==> src/hdl/bpa_pkg.sv <==
`default_nettype none
package bpa_pkg;

  // width of exact address sums: base + offset + alignment slack
  localparam int SUM_W = 34;

  // field widths
  localparam int FIELD_W  = 32;
  localparam int ACTION_W = 2;
  localparam int CFG_IDX_W = 1;

  // action codes
  localparam logic [ACTION_W-1:0] ACT_ALLOC     = 2'd0;
  localparam logic [ACTION_W-1:0] ACT_ALLOC_ALL = 2'd1;
  localparam logic [ACTION_W-1:0] ACT_CLEAR     = 2'd2;

  // register indexes
  localparam logic [CFG_IDX_W-1:0] REG_HEAP_BASE = 1'd0;
  localparam logic [CFG_IDX_W-1:0] REG_HEAP_SIZE = 1'd1;

  // request into the serial remainder unit
  typedef struct packed {
    logic             start;
    logic [SUM_W-1:0] dividend;
    logic [SUM_W-1:0] divisor;
  } div_req_t;

  // response from the serial remainder unit
  typedef struct packed {
    logic             done;
    logic [SUM_W-1:0] rem;
  } div_rsp_t;

endpackage
`default_nettype wire

==> src/hdl/bpa_div.sv <==
`default_nettype none
// radix-2 restoring remainder, one dividend bit shifted in per cycle
module bpa_div (
  input  wire logic              clk,
  input  wire logic              rst_n,
  input  wire bpa_pkg::div_req_t req,
  output bpa_pkg::div_rsp_t      rsp
);

  localparam int W = bpa_pkg::SUM_W;
  localparam int CNT_W = $clog2(W + 1);

  logic [W-1:0]     rem_r, rem_nxt;
  logic [W-1:0]     dvd_r, dvd_nxt;
  logic [W-1:0]     dvs_r;
  logic [CNT_W-1:0] cnt_r, cnt_nxt;
  logic             busy_r, busy_nxt;
  logic             done_r, done_nxt;
  logic [W-1:0]     rem_sh;

  // load on start, else one restoring step while busy
  always_comb begin
    rem_sh   = {rem_r[W-2:0], dvd_r[W-1]};
    rem_nxt  = rem_r;
    dvd_nxt  = dvd_r;
    cnt_nxt  = cnt_r;
    busy_nxt = busy_r;
    done_nxt = 1'b0;
    if (req.start) begin
      rem_nxt  = '0;
      dvd_nxt  = req.dividend;
      cnt_nxt  = CNT_W'(W);
      busy_nxt = 1'b1;
    end else if (busy_r) begin
      rem_nxt = (rem_sh >= dvs_r) ? rem_sh - dvs_r : rem_sh;
      dvd_nxt = {dvd_r[W-2:0], 1'b0};
      cnt_nxt = cnt_r - CNT_W'(1);
      if (cnt_r == CNT_W'(1)) begin
        busy_nxt = 1'b0;
        done_nxt = 1'b1;
      end
    end
  end

  // control state
  always_ff @(posedge clk) begin
    if (!rst_n) begin
      busy_r <= 1'b0;
      done_r <= 1'b0;
      cnt_r  <= '0;
    end else begin
      busy_r <= busy_nxt;
      done_r <= done_nxt;
      cnt_r  <= cnt_nxt;
    end
  end

  // datapath shift registers
  always_ff @(posedge clk) begin
    rem_r <= rem_nxt;
    dvd_r <= dvd_nxt;
    if (req.start) begin
      dvs_r <= req.divisor;
    end
  end

  assign rsp.done = done_r;
  assign rsp.rem  = rem_r;

endmodule
`default_nettype wire

==> src/hdl/bump_allocator_aligned_top.sv <==
// path, input beat to out_tvalid: allocate goes through DIV1, ALN, AVL, DEC, COMMIT, FIN and
// OUT, allocate-all also through DIV2 after DEC, clear or unknown action through FIN and OUT;
// an allocation refused at the room check skips COMMIT. One item at a time: in_tready rises
// as the result loads, so items follow one another while out_tready keeps up; the bit-serial
// remainder unit sets the pace, run once for the alignment, again for the allocate-all multiple
// reset (rst_n low, synchronous) clears the used offset, both heap registers and the output beat
`default_nettype none
module bump_allocator_aligned_top #(
  parameter int ADDR_WIDTH = 32
) (
  input  wire logic                           clk,
  input  wire logic                           rst_n,
  // configuration writes
  input  wire logic                           cfg_we,
  input  wire logic [bpa_pkg::CFG_IDX_W-1:0]  cfg_index,
  input  wire logic [bpa_pkg::FIELD_W-1:0]    cfg_wdata,
  // request stream
  input  wire logic                           in_tvalid,
  output logic                                in_tready,
  input  wire logic [63:0]                    in_tdata,  // req_size[31:0], alignment[63:32]
  input  wire logic [bpa_pkg::ACTION_W-1:0]   in_tuser,  // action[1:0]
  // result stream
  output logic                                out_tvalid,
  input  wire logic                           out_tready,
  output logic [95:0]                         out_tdata, // block_address[31:0],
                                                         // granted_size[63:32],
                                                         // bytes_remaining[95:64]
  output logic                                out_tuser  // ok[0]
);

  localparam int W  = bpa_pkg::SUM_W;
  localparam int FW = bpa_pkg::FIELD_W;
  localparam logic [W-1:0] LIMIT = (ADDR_WIDTH >= W) ? {W{1'b1}}
                                   : ({{(W-1){1'b0}}, 1'b1} << ADDR_WIDTH);

  localparam logic [3:0] S_IDLE   = 4'd0;
  localparam logic [3:0] S_DIV1   = 4'd1;
  localparam logic [3:0] S_ALN    = 4'd2;
  localparam logic [3:0] S_AVL    = 4'd3;
  localparam logic [3:0] S_DEC    = 4'd4;
  localparam logic [3:0] S_DIV2   = 4'd5;
  localparam logic [3:0] S_COMMIT = 4'd6;
  localparam logic [3:0] S_FIN    = 4'd7;
  localparam logic [3:0] S_OUT    = 4'd8;

  logic [3:0]    state_r, state_nxt;
  logic [FW-1:0] base_r, size_r, used_r;
  logic [bpa_pkg::ACTION_W-1:0] act_r;
  logic [FW-1:0] req_r;
  logic [W-1:0]  aln_r;
  logic [W-1:0]  cur_r, end_r, start_r, avail_r, grant_r;
  logic          start_ok_r;
  logic [FW-1:0] addr_r;
  logic          ok_r;

  logic          out_valid_r;
  logic          out_ok_r;
  logic [FW-1:0] out_addr_r, out_grant_r, out_left_r;

  logic          in_acc;
  logic [W-1:0]  end_raw, end_cap, cur_now, aln_in, mult;
  logic          out_free;

  bpa_pkg::div_req_t dreq;
  bpa_pkg::div_rsp_t drsp;

  bpa_div u_div (
    .clk   (clk),
    .rst_n (rst_n),
    .req   (dreq),
    .rsp   (drsp)
  );

  assign in_tready = (state_r == S_IDLE);
  assign in_acc    = in_tvalid && in_tready;
  assign out_free  = !out_valid_r || out_tready;

  // window end and current address from the registers; alignment and multiple, zero read as one
  always_comb begin
    end_raw = W'(base_r) + W'(size_r);
    end_cap = (end_raw > LIMIT) ? LIMIT : end_raw;
    cur_now = W'(base_r) + W'(used_r);
    aln_in  = (in_tdata[63:32] == '0) ? W'(1) : W'(in_tdata[63:32]);
    mult    = (req_r == '0) ? W'(1) : W'(req_r);
  end

  // remainder unit requests
  always_comb begin
    dreq = '0;
    if (in_acc && (in_tuser == bpa_pkg::ACT_ALLOC ||
                   in_tuser == bpa_pkg::ACT_ALLOC_ALL)) begin
      dreq.start    = 1'b1;
      dreq.dividend = cur_now;
      dreq.divisor  = aln_in;
    end else if (state_r == S_DEC && act_r == bpa_pkg::ACT_ALLOC_ALL && avail_r >= mult) begin
      dreq.start    = 1'b1;
      dreq.dividend = avail_r;
      dreq.divisor  = mult;
    end
  end

  // sequencer
  always_comb begin
    state_nxt = state_r;
    unique case (state_r)
      S_IDLE: begin
        if (in_acc) begin
          if (in_tuser == bpa_pkg::ACT_ALLOC || in_tuser == bpa_pkg::ACT_ALLOC_ALL) begin
            state_nxt = S_DIV1;
          end else begin
            state_nxt = S_FIN;
          end
        end
      end
      S_DIV1:   if (drsp.done) state_nxt = S_ALN;
      S_ALN:    state_nxt = S_AVL;
      S_AVL:    state_nxt = S_DEC;
      S_DEC: begin
        if (act_r == bpa_pkg::ACT_ALLOC) begin
          state_nxt = (W'(req_r) <= avail_r && start_ok_r) ? S_COMMIT : S_FIN;
        end else begin
          state_nxt = (avail_r >= mult) ? S_DIV2 : S_FIN;
        end
      end
      S_DIV2:   if (drsp.done) state_nxt = S_COMMIT;
      S_COMMIT: state_nxt = S_FIN;
      S_FIN:    state_nxt = S_OUT;
      S_OUT:    if (out_free) state_nxt = S_IDLE;
      default:  state_nxt = S_IDLE;
    endcase
  end

  // control state, heap registers and used offset
  always_ff @(posedge clk) begin
    if (!rst_n) begin
      state_r <= S_IDLE;
      base_r  <= '0;
      size_r  <= '0;
      used_r  <= '0;
      ok_r    <= 1'b0;
    end else begin
      state_r <= state_nxt;
      if (cfg_we) begin
        unique case (cfg_index)
          bpa_pkg::REG_HEAP_BASE: base_r <= cfg_wdata;
          bpa_pkg::REG_HEAP_SIZE: size_r <= cfg_wdata;
          default: ;
        endcase
      end
      if (in_acc) begin
        ok_r <= (in_tuser == bpa_pkg::ACT_CLEAR);
        if (in_tuser == bpa_pkg::ACT_CLEAR) begin
          used_r <= '0;
        end
      end
      if (state_r == S_COMMIT) begin
        ok_r   <= 1'b1;
        used_r <= start_r[FW-1:0] + grant_r[FW-1:0] - base_r;
      end
    end
  end

  // item datapath
  always_ff @(posedge clk) begin
    if (in_acc) begin
      act_r   <= in_tuser;
      req_r   <= in_tdata[31:0];
      aln_r   <= aln_in;
      cur_r   <= cur_now;
      end_r   <= end_cap;
      addr_r  <= '0;
      grant_r <= '0;
    end
    // round the current address up to the alignment
    if (state_r == S_ALN) begin
      start_r <= (drsp.rem != '0) ? cur_r + aln_r - drsp.rem : cur_r;
    end
    // room left from the aligned start
    if (state_r == S_AVL) begin
      avail_r    <= (start_r < end_r) ? end_r - start_r : '0;
      start_ok_r <= (start_r <= end_r);
    end
    if (state_r == S_DEC && act_r == bpa_pkg::ACT_ALLOC) begin
      grant_r <= W'(req_r);
    end
    if (state_r == S_DIV2 && drsp.done) begin
      grant_r <= avail_r - drsp.rem;
    end
    if (state_r == S_COMMIT) begin
      addr_r <= start_r[FW-1:0];
    end
    if (state_r == S_FIN) begin
      cur_r <= cur_now;
      if (!ok_r) begin
        grant_r <= '0;
      end
    end
  end

  // output beat register
  always_ff @(posedge clk) begin
    if (!rst_n) begin
      out_valid_r <= 1'b0;
    end else if (state_r == S_OUT && out_free) begin
      out_valid_r <= 1'b1;
    end else if (out_tready) begin
      out_valid_r <= 1'b0;
    end
  end

  always_ff @(posedge clk) begin
    if (state_r == S_OUT && out_free) begin
      out_ok_r    <= ok_r;
      out_addr_r  <= addr_r;
      out_grant_r <= grant_r[FW-1:0];
      out_left_r  <= (cur_r < end_r) ? FW'(end_r - cur_r) : '0;
    end
  end

  assign out_tvalid = out_valid_r;
  assign out_tuser  = out_ok_r;
  assign out_tdata  = {out_left_r, out_grant_r, out_addr_r};

endmodule
`default_nettype wire
==> config.mk <==
export PLATFORM = sky130hd
export DESIGN_NAME = bump_allocator_aligned_top
export DESIGN_NICKNAME = d
export VERILOG_FILES = /design/src/hdl/bpa_pkg.sv /design/src/hdl/bpa_div.sv /design/src/hdl/bump_allocator_aligned_top.sv
export SDC_FILE = /design/constraint.sdc
export NUM_CORES = 2
export LEC_CHECK = 0
export BUFFER_PORTS_ARGS = -buffer_cell sky130_fd_sc_hd__buf_2
export CAP_MARGIN = 25
export CORE_UTILIZATION = 39
export DETAILED_ROUTE_END_ITERATION = 6
export GPL_TIMING_DRIVEN = 0
export PLACE_DENSITY_LB_ADDON = 0.3
export SYNTH_ARGS = -nofsm -noshare
export SYNTH_HDL_FRONTEND = slang
export SYNTH_SLANG_ARGS = --single-unit
==> constraint.sdc <==
create_clock -name clk -period 5.4 [get_ports clk]
set_input_delay 1.08 -clock clk [delete_from_list [all_inputs] [get_ports clk]]
set_output_delay 1.08 -clock clk [all_outputs]
set_load 0.03 [all_outputs]
* Yosys cells after proc, flatten, opt, wreduce, memory -nomap -nowiden *
Index checks and enable logic that the tools add are counted.

storage, ports and cells
  flip-flop bits (word level) = 579
  bits in latches = 0
  memory bits (writable) = 0
  memory bits (read-only) = 0
  output and inout bits = 99
  memories kept = 0

operators by class
  $add $sub $neg = 11
  multipliers = 0
  divide/modulo/power cells = 0
  order comparisons = 7
  equal/unequal tests = 16
  shifts and indexed selects = 0
  mux-type cells = 39
  bitwise logic cells = 3
  reduce and logical (&&, ||, !) cells = 28

operators with widths
  cell                    number
  $mux W34                11
  $mux W32                7
  $mux W69                2
  $sub A34 B34 Y34        3
  $lt A34 B33 Y1          2
  $add A32 B32 Y33        2
  $logic_not A32 Y1       2
  $sub A32 B32 Y32        2
  $pmux W4 S9             1
  $add A34 B34 Y34        1
  $ge A34 B32 Y1          1
  $ge A34 B34 Y1          1
  $le A32 B34 Y1          1
  $le A34 B33 Y1          1
  $reduce_bool A34 Y1     1
  $sub A33 B34 Y34        1
  $gt A33 B33 Y1 const B  1
  $add A32 B32 Y32        1
  $eq A4 B3 Y1 const B    4
  $mux W4                 4
  $mux W6                 2
  $reduce_bool A2 Y1      5
  $mux W1                 9
  $eq A4 B2 Y1 const B    2
  20 further kinds        37

* Logic depth before layout (Yosys ltp) *
  word-level depth = 7
  depth in mapped cells = 17

* Hierarchy *
A second synthesis with hierarchy kept.

unflattened totals
  cells, all modules = 4056
  area total of the unflattened synthesis = 38569.5 um^2

by module, submodules not included
  module                      times used  cells an instance  area each (um^2)  seq. area each (um^2)
  bump_allocator_aligned_top  1           3426               32250.9           12592.1
  bpa_div                     1           630                6318.6            2882.8

* Worst setup path before layout *
OpenSTA, ideal clock, no wires.

  path type = in2reg
  start = in out_tready
  end = reg out_addr_r[0] (enable)
  setup time = 553 ps
  data arrival time = 5200 ps
  data required time = 4847 ps
  slack = -353 ps
  cell stages on the path = 2
  path buffers = 0
  path through = nor2b_1 -> nor2_1

between the ends
  longest elaborated chain between the ends = 2

ends and longest elaborated chain
  item                  RTL line                           text
  from (decl)           bump_allocator_aligned_top.sv:24   input wire logic out_tready,
  $logic_or A1 B1 Y1    bump_allocator_aligned_top.sv:76   assign out_free = !out_valid_r || out_tready;
  $logic_and A1 B1 Y1   bump_allocator_aligned_top.sv:212  if (state_r == S_OUT && out_free) begin
  to (signal assigned)  bump_allocator_aligned_top.sv:214  out_addr_r <= addr_r;
  to (decl)             bump_allocator_aligned_top.sv:58   logic [FW-1:0] out_addr_r, out_grant_r, out_left_r;

No other way between the ends.
A chain may end at the register's enable or synchronous reset.

* Worst setup path in the final report *
  start = reg req_r[24]
  end = reg u_div.dvd_r[33] (data pin)

between the ends
  longest elaborated chain between the ends = 7

ends and longest elaborated chain
  item                         RTL line                           text
  from (decl)                  bump_allocator_aligned_top.sv:49   logic [FW-1:0] req_r;
  from (signal assigned)       bump_allocator_aligned_top.sv:167  req_r <= in_tdata[31:0];
  $logic_not A32 Y1            bump_allocator_aligned_top.sv:84   mult = (req_r == '0) ? W'(1) : W'(req_r);
  $mux W32 *                   bump_allocator_aligned_top.sv:84
  $ge A34 B32 Y1 *             bump_allocator_aligned_top.sv:95   end else if (state_r == S_DEC && act_r == bpa_pkg::ACT_ALLOC_ALL && avail_r >= mult) begin
  $logic_and A1 B1 Y1 *        bump_allocator_aligned_top.sv:95
  $mux W69 *                   bump_allocator_aligned_top.sv:95
  $mux W69 *                   bump_allocator_aligned_top.sv:90   if (in_acc && (in_tuser == bpa_pkg::ACT_ALLOC ||
  $mux W34 *                   bpa_div.sv:29                      if (req.start) begin
  named net u_div.dvd_nxt[33]  bpa_div.sv:14                      logic [W-1:0] dvd_r, dvd_nxt;
  to (signal assigned)         bpa_div.sv:61                      dvd_r <= dvd_nxt;
  to (decl)                    bpa_div.sv:14

Mark *: on every way through the listed nets, which the timed path passes. The rest lies on a longest branch.

==> impl_metrics.env <==
export IMPL_status="finished, final reports clean"
export IMPL_cts_sinks=572
export IMPL_ff_latch_area_sq_um=15400
export IMPL_cts_tree="done"
export IMPL_cp_start_kind="register"
export IMPL_drtIter0Drc=3677
export IMPL_viasPerCell=5.67
export IMPL_coreArea_sq_um=97100
export IMPL_multi_input_area_sq_um=20700
export IMPL_ys_ff_latch=572
export IMPL_hold_viol=0
export IMPL_setup_viol_count_final=0
export IMPL_areaGrowthSynthToFinish_pct=14.1
export IMPL_numCtsBuffers=71
export IMPL_irDropWorstVdd_mv=0.345
export IMPL_synth_edf_count=396
export IMPL_hold_class="reg -> reg"
export IMPL_crit_arrival_ns=5.67
export IMPL_clock_latency_ns=0.65
export IMPL_worst_setup_path_type="reg -> reg"
export IMPL_ant_nets=0
export IMPL_clock_fmax_mhz=189
export IMPL_port_buffers=202
export IMPL_wirelength_um=139000
export IMPL_num_rows=114
export IMPL_cts_buffer_depth=3
export IMPL_worst_pin_slew_ns=1.03
export IMPL_crit_fanout=10
export IMPL_routed_top_layer="met5"
export IMPL_start_util_pct=39.5
export IMPL_cts_max_level=3
export IMPL_syn_area_sq_um=38400
export IMPL_die_h_um=316
export IMPL_routabilityCongestion=0.980
export IMPL_synth_seq_area_share_pct=40.2
export IMPL_power_leakage_nw=18.8
export IMPL_slew_viol_final=0
export IMPL_final_cell_mix="461 x inv_1, 396 x nand2_1, 396 x edfxtp_1, 357 x ha_1, 332 x a21oi_1"
export IMPL_wl_met3_um=12300
export IMPL_grt_pass1_vias=30500
export IMPL_grt_max_degree=63
export IMPL_final_common_cell="inv_1"
export IMPL_track_usage_pct=27.6
export IMPL_nFillCells=9402
export IMPL_pin_count=203
export IMPL_fin_area_sq_um=43800
export IMPL_drcViolationCount=0
export IMPL_ys_async_sr_fraction_pct=0
export IMPL_synth_cell_types=83
export IMPL_wl_met2_um=61600
export IMPL_placed_area_sq_um=41200
export IMPL_post_cts_buffers=0
export IMPL_cts_hold_buf=0
export IMPL_antenna_found_initial=6
export IMPL_post_dp_hpwl_um=113000
export IMPL_finalNetCount=4957
export IMPL_synth_top_flop_cell="edfxtp_1"
export IMPL_syn_nets=4670
export IMPL_crit_path_end_kind="register"
export IMPL_dieWidth_um=316
export IMPL_grt_pass1_wl_um=201000
export IMPL_path_clk_slew_ns=0.06
export IMPL_yosysWarningCount=0
export IMPL_die_area_sq_um=99700
export IMPL_worst_slack_ns=0.0958
export IMPL_cts_root_buffer="clkbuf_16"
export IMPL_syn_avg_cell_area_sq_um=9.27
export IMPL_max_cap_violations=0
export IMPL_cp_required_ns=5.77
export IMPL_p_per_area_nw_per_um2=703
export IMPL_fin_skew_ns=0.0373
export IMPL_slew_headroom_pct=30.6
export IMPL_wl_met1_um=59100
export IMPL_place_ws_ns=-0.323
export IMPL_min_period_over_period_pct=98.2
export IMPL_drive_gt1_share_pct=8.54
export IMPL_period_minus_slack_ns=5.30
export IMPL_rsz0062_at_grt="false"
export IMPL_routedWlPerCell_um=24.1
export IMPL_grt_overflow=0
export IMPL_dr_pass1_iters=6
export IMPL_synth_cells=4140
export IMPL_dr_total_vias=32700
==> final timing paths <==
kind | startpoint | endpoint | slack (ns) | cells past startpoint
max reg2reg | req_r[24] | u_div.dvd_r[33] | 0.1 | 14
min | addr_r[14] | out_addr_r[14] | 0.41 | 0
min reg2reg | addr_r[14] | out_addr_r[14] | 0.41 | 0
max | req_r[24] | u_div.dvd_r[33] | 0.1 | 14
==> routing by layer <==
metal,vias up,track usage (%)
li1,15400,-
met5,-,0
met2,1371,43.0
met4,2,11.5
met3,239,5.12
met1,15700,37.5
==> stage by stage <==
stage	instances	power [W]	hold WS [ns]	util (%)	setup TNS, ns
4_1_cts	5762	0.0305	0.411	45.1	0
3_3_place_gp	5618	0.0251	0.404	42.2	-261.48
5_1_grt	5763	0.0328	0.426	45.1	0
6_report	5763	0.0308	0.412	45.1	0
2_1_floorplan	4140	0.0195	0.400	-	0
3_5_place_dp	5631	0.0251	0.405	42.5	-7.07
==> kinds of logic after synthesis <==
logic type                 Yosys count  share of synthesized area (%)
AOI/OAI and AO/OA                 1156                           19.5
and+or+nand+nor                   1144                           13.9
buffers and inverters              626                           6.16
DFF                                572                           40.2
adders and majority gates          426                           15.2
xor gates and xnor gates           205                           4.68
muxes                               11                          0.300
==> area by class of cell <==
type                       instances  area share (%)
buffer                           161            1.44
antenna                            2          0.0114
timing repair buffer             215            2.78
multi-input combinational       2942            47.2
sequential                       572            35.2
clock buffer                      87            4.53
tap                             1276            3.65
clock inverter                    44            1.25
inverter                         464            3.98
==> synthesized netlist by cell type, types with 8 or more instances <==
cell type | n | area (sq um)
a31oi_1 | 48 | 300
and4_1 | 13 | 114
dfxtp_1 | 176 | 3520
a21boi_0 | 13 | 97.6
a22o_1 | 41 | 359
o211ai_1 | 27 | 203
nand2_1 | 397 | 1490
a211o_1 | 12 | 105
o21bai_1 | 24 | 180
and2_1 | 23 | 144
a22oi_1 | 41 | 308
or3_1 | 23 | 144
a211oi_1 | 62 | 465
edfxtp_1 | 396 | 11900
inv_1 | 462 | 1730
clkbuf_1 | 151 | 567
xnor2_1 | 108 | 946
o21ai_0 | 227 | 1140
nor4_1 | 40 | 250
xor2_1 | 97 | 850
nor2b_1 | 50 | 313
o2111ai_1 | 12 | 105
or2_2 | 9 | 56.3
o21a_1 | 44 | 330
nand3_1 | 62 | 310
a2111oi_0 | 11 | 96.3
nor2_1 | 298 | 1120
or4_1 | 8 | 60.1
nand4_1 | 37 | 231
a221oi_1 | 21 | 184
and3_1 | 26 | 163
fa_1 | 69 | 1380
nor3_1 | 86 | 430
a21oi_1 | 333 | 1670
nor3b_1 | 13 | 97.6
a21o_1 | 144 | 1080
o31ai_1 | 14 | 105
nand2b_1 | 37 | 231
ha_1 | 357 | 4470
o31a_1 | 8 | 70.1
==> registers in the layout, summed over array words and instances, names as in the netlist, 33 cells and up <==
register	cells
cur_r	33
start_r	34
u_div.dvd_r	34
avail_r	34
end_r	33
u_div.rem_r	34
==> critical path: stages (launching register included) <==
cell	delay (ns)
edfxtp_1	0.64
nor4_1	0.50
nand4_1	0.14
o21ai_0	0.37
ha_1	0.19
nand3_1	0.08
o31ai_1	0.30
a21o_1	0.17
a221oi_1	0.07
o21ai_0	0.19
a31oi_1	0.23
and4b_1	0.77
clkbuf_1	0.62
clkbuf_1	0.55
o21ai_0	0.19
==> what timing repair did <==
item	4_1_cts	5_1_grt
resized for setup	4	3
gates cloned	0	0
setup endpoints to repair	102	62
==> power breakdown <==
group	internal (W)	switching [W]	leakage, nW	total [W]
sequential	0.00647	0.00134	5.14	0.00781
combinational	0.00658	0.0112	12.5	0.0178
clock	0.00317	0.00204	1.23	0.00521
(Power assumes the default switching activity.)
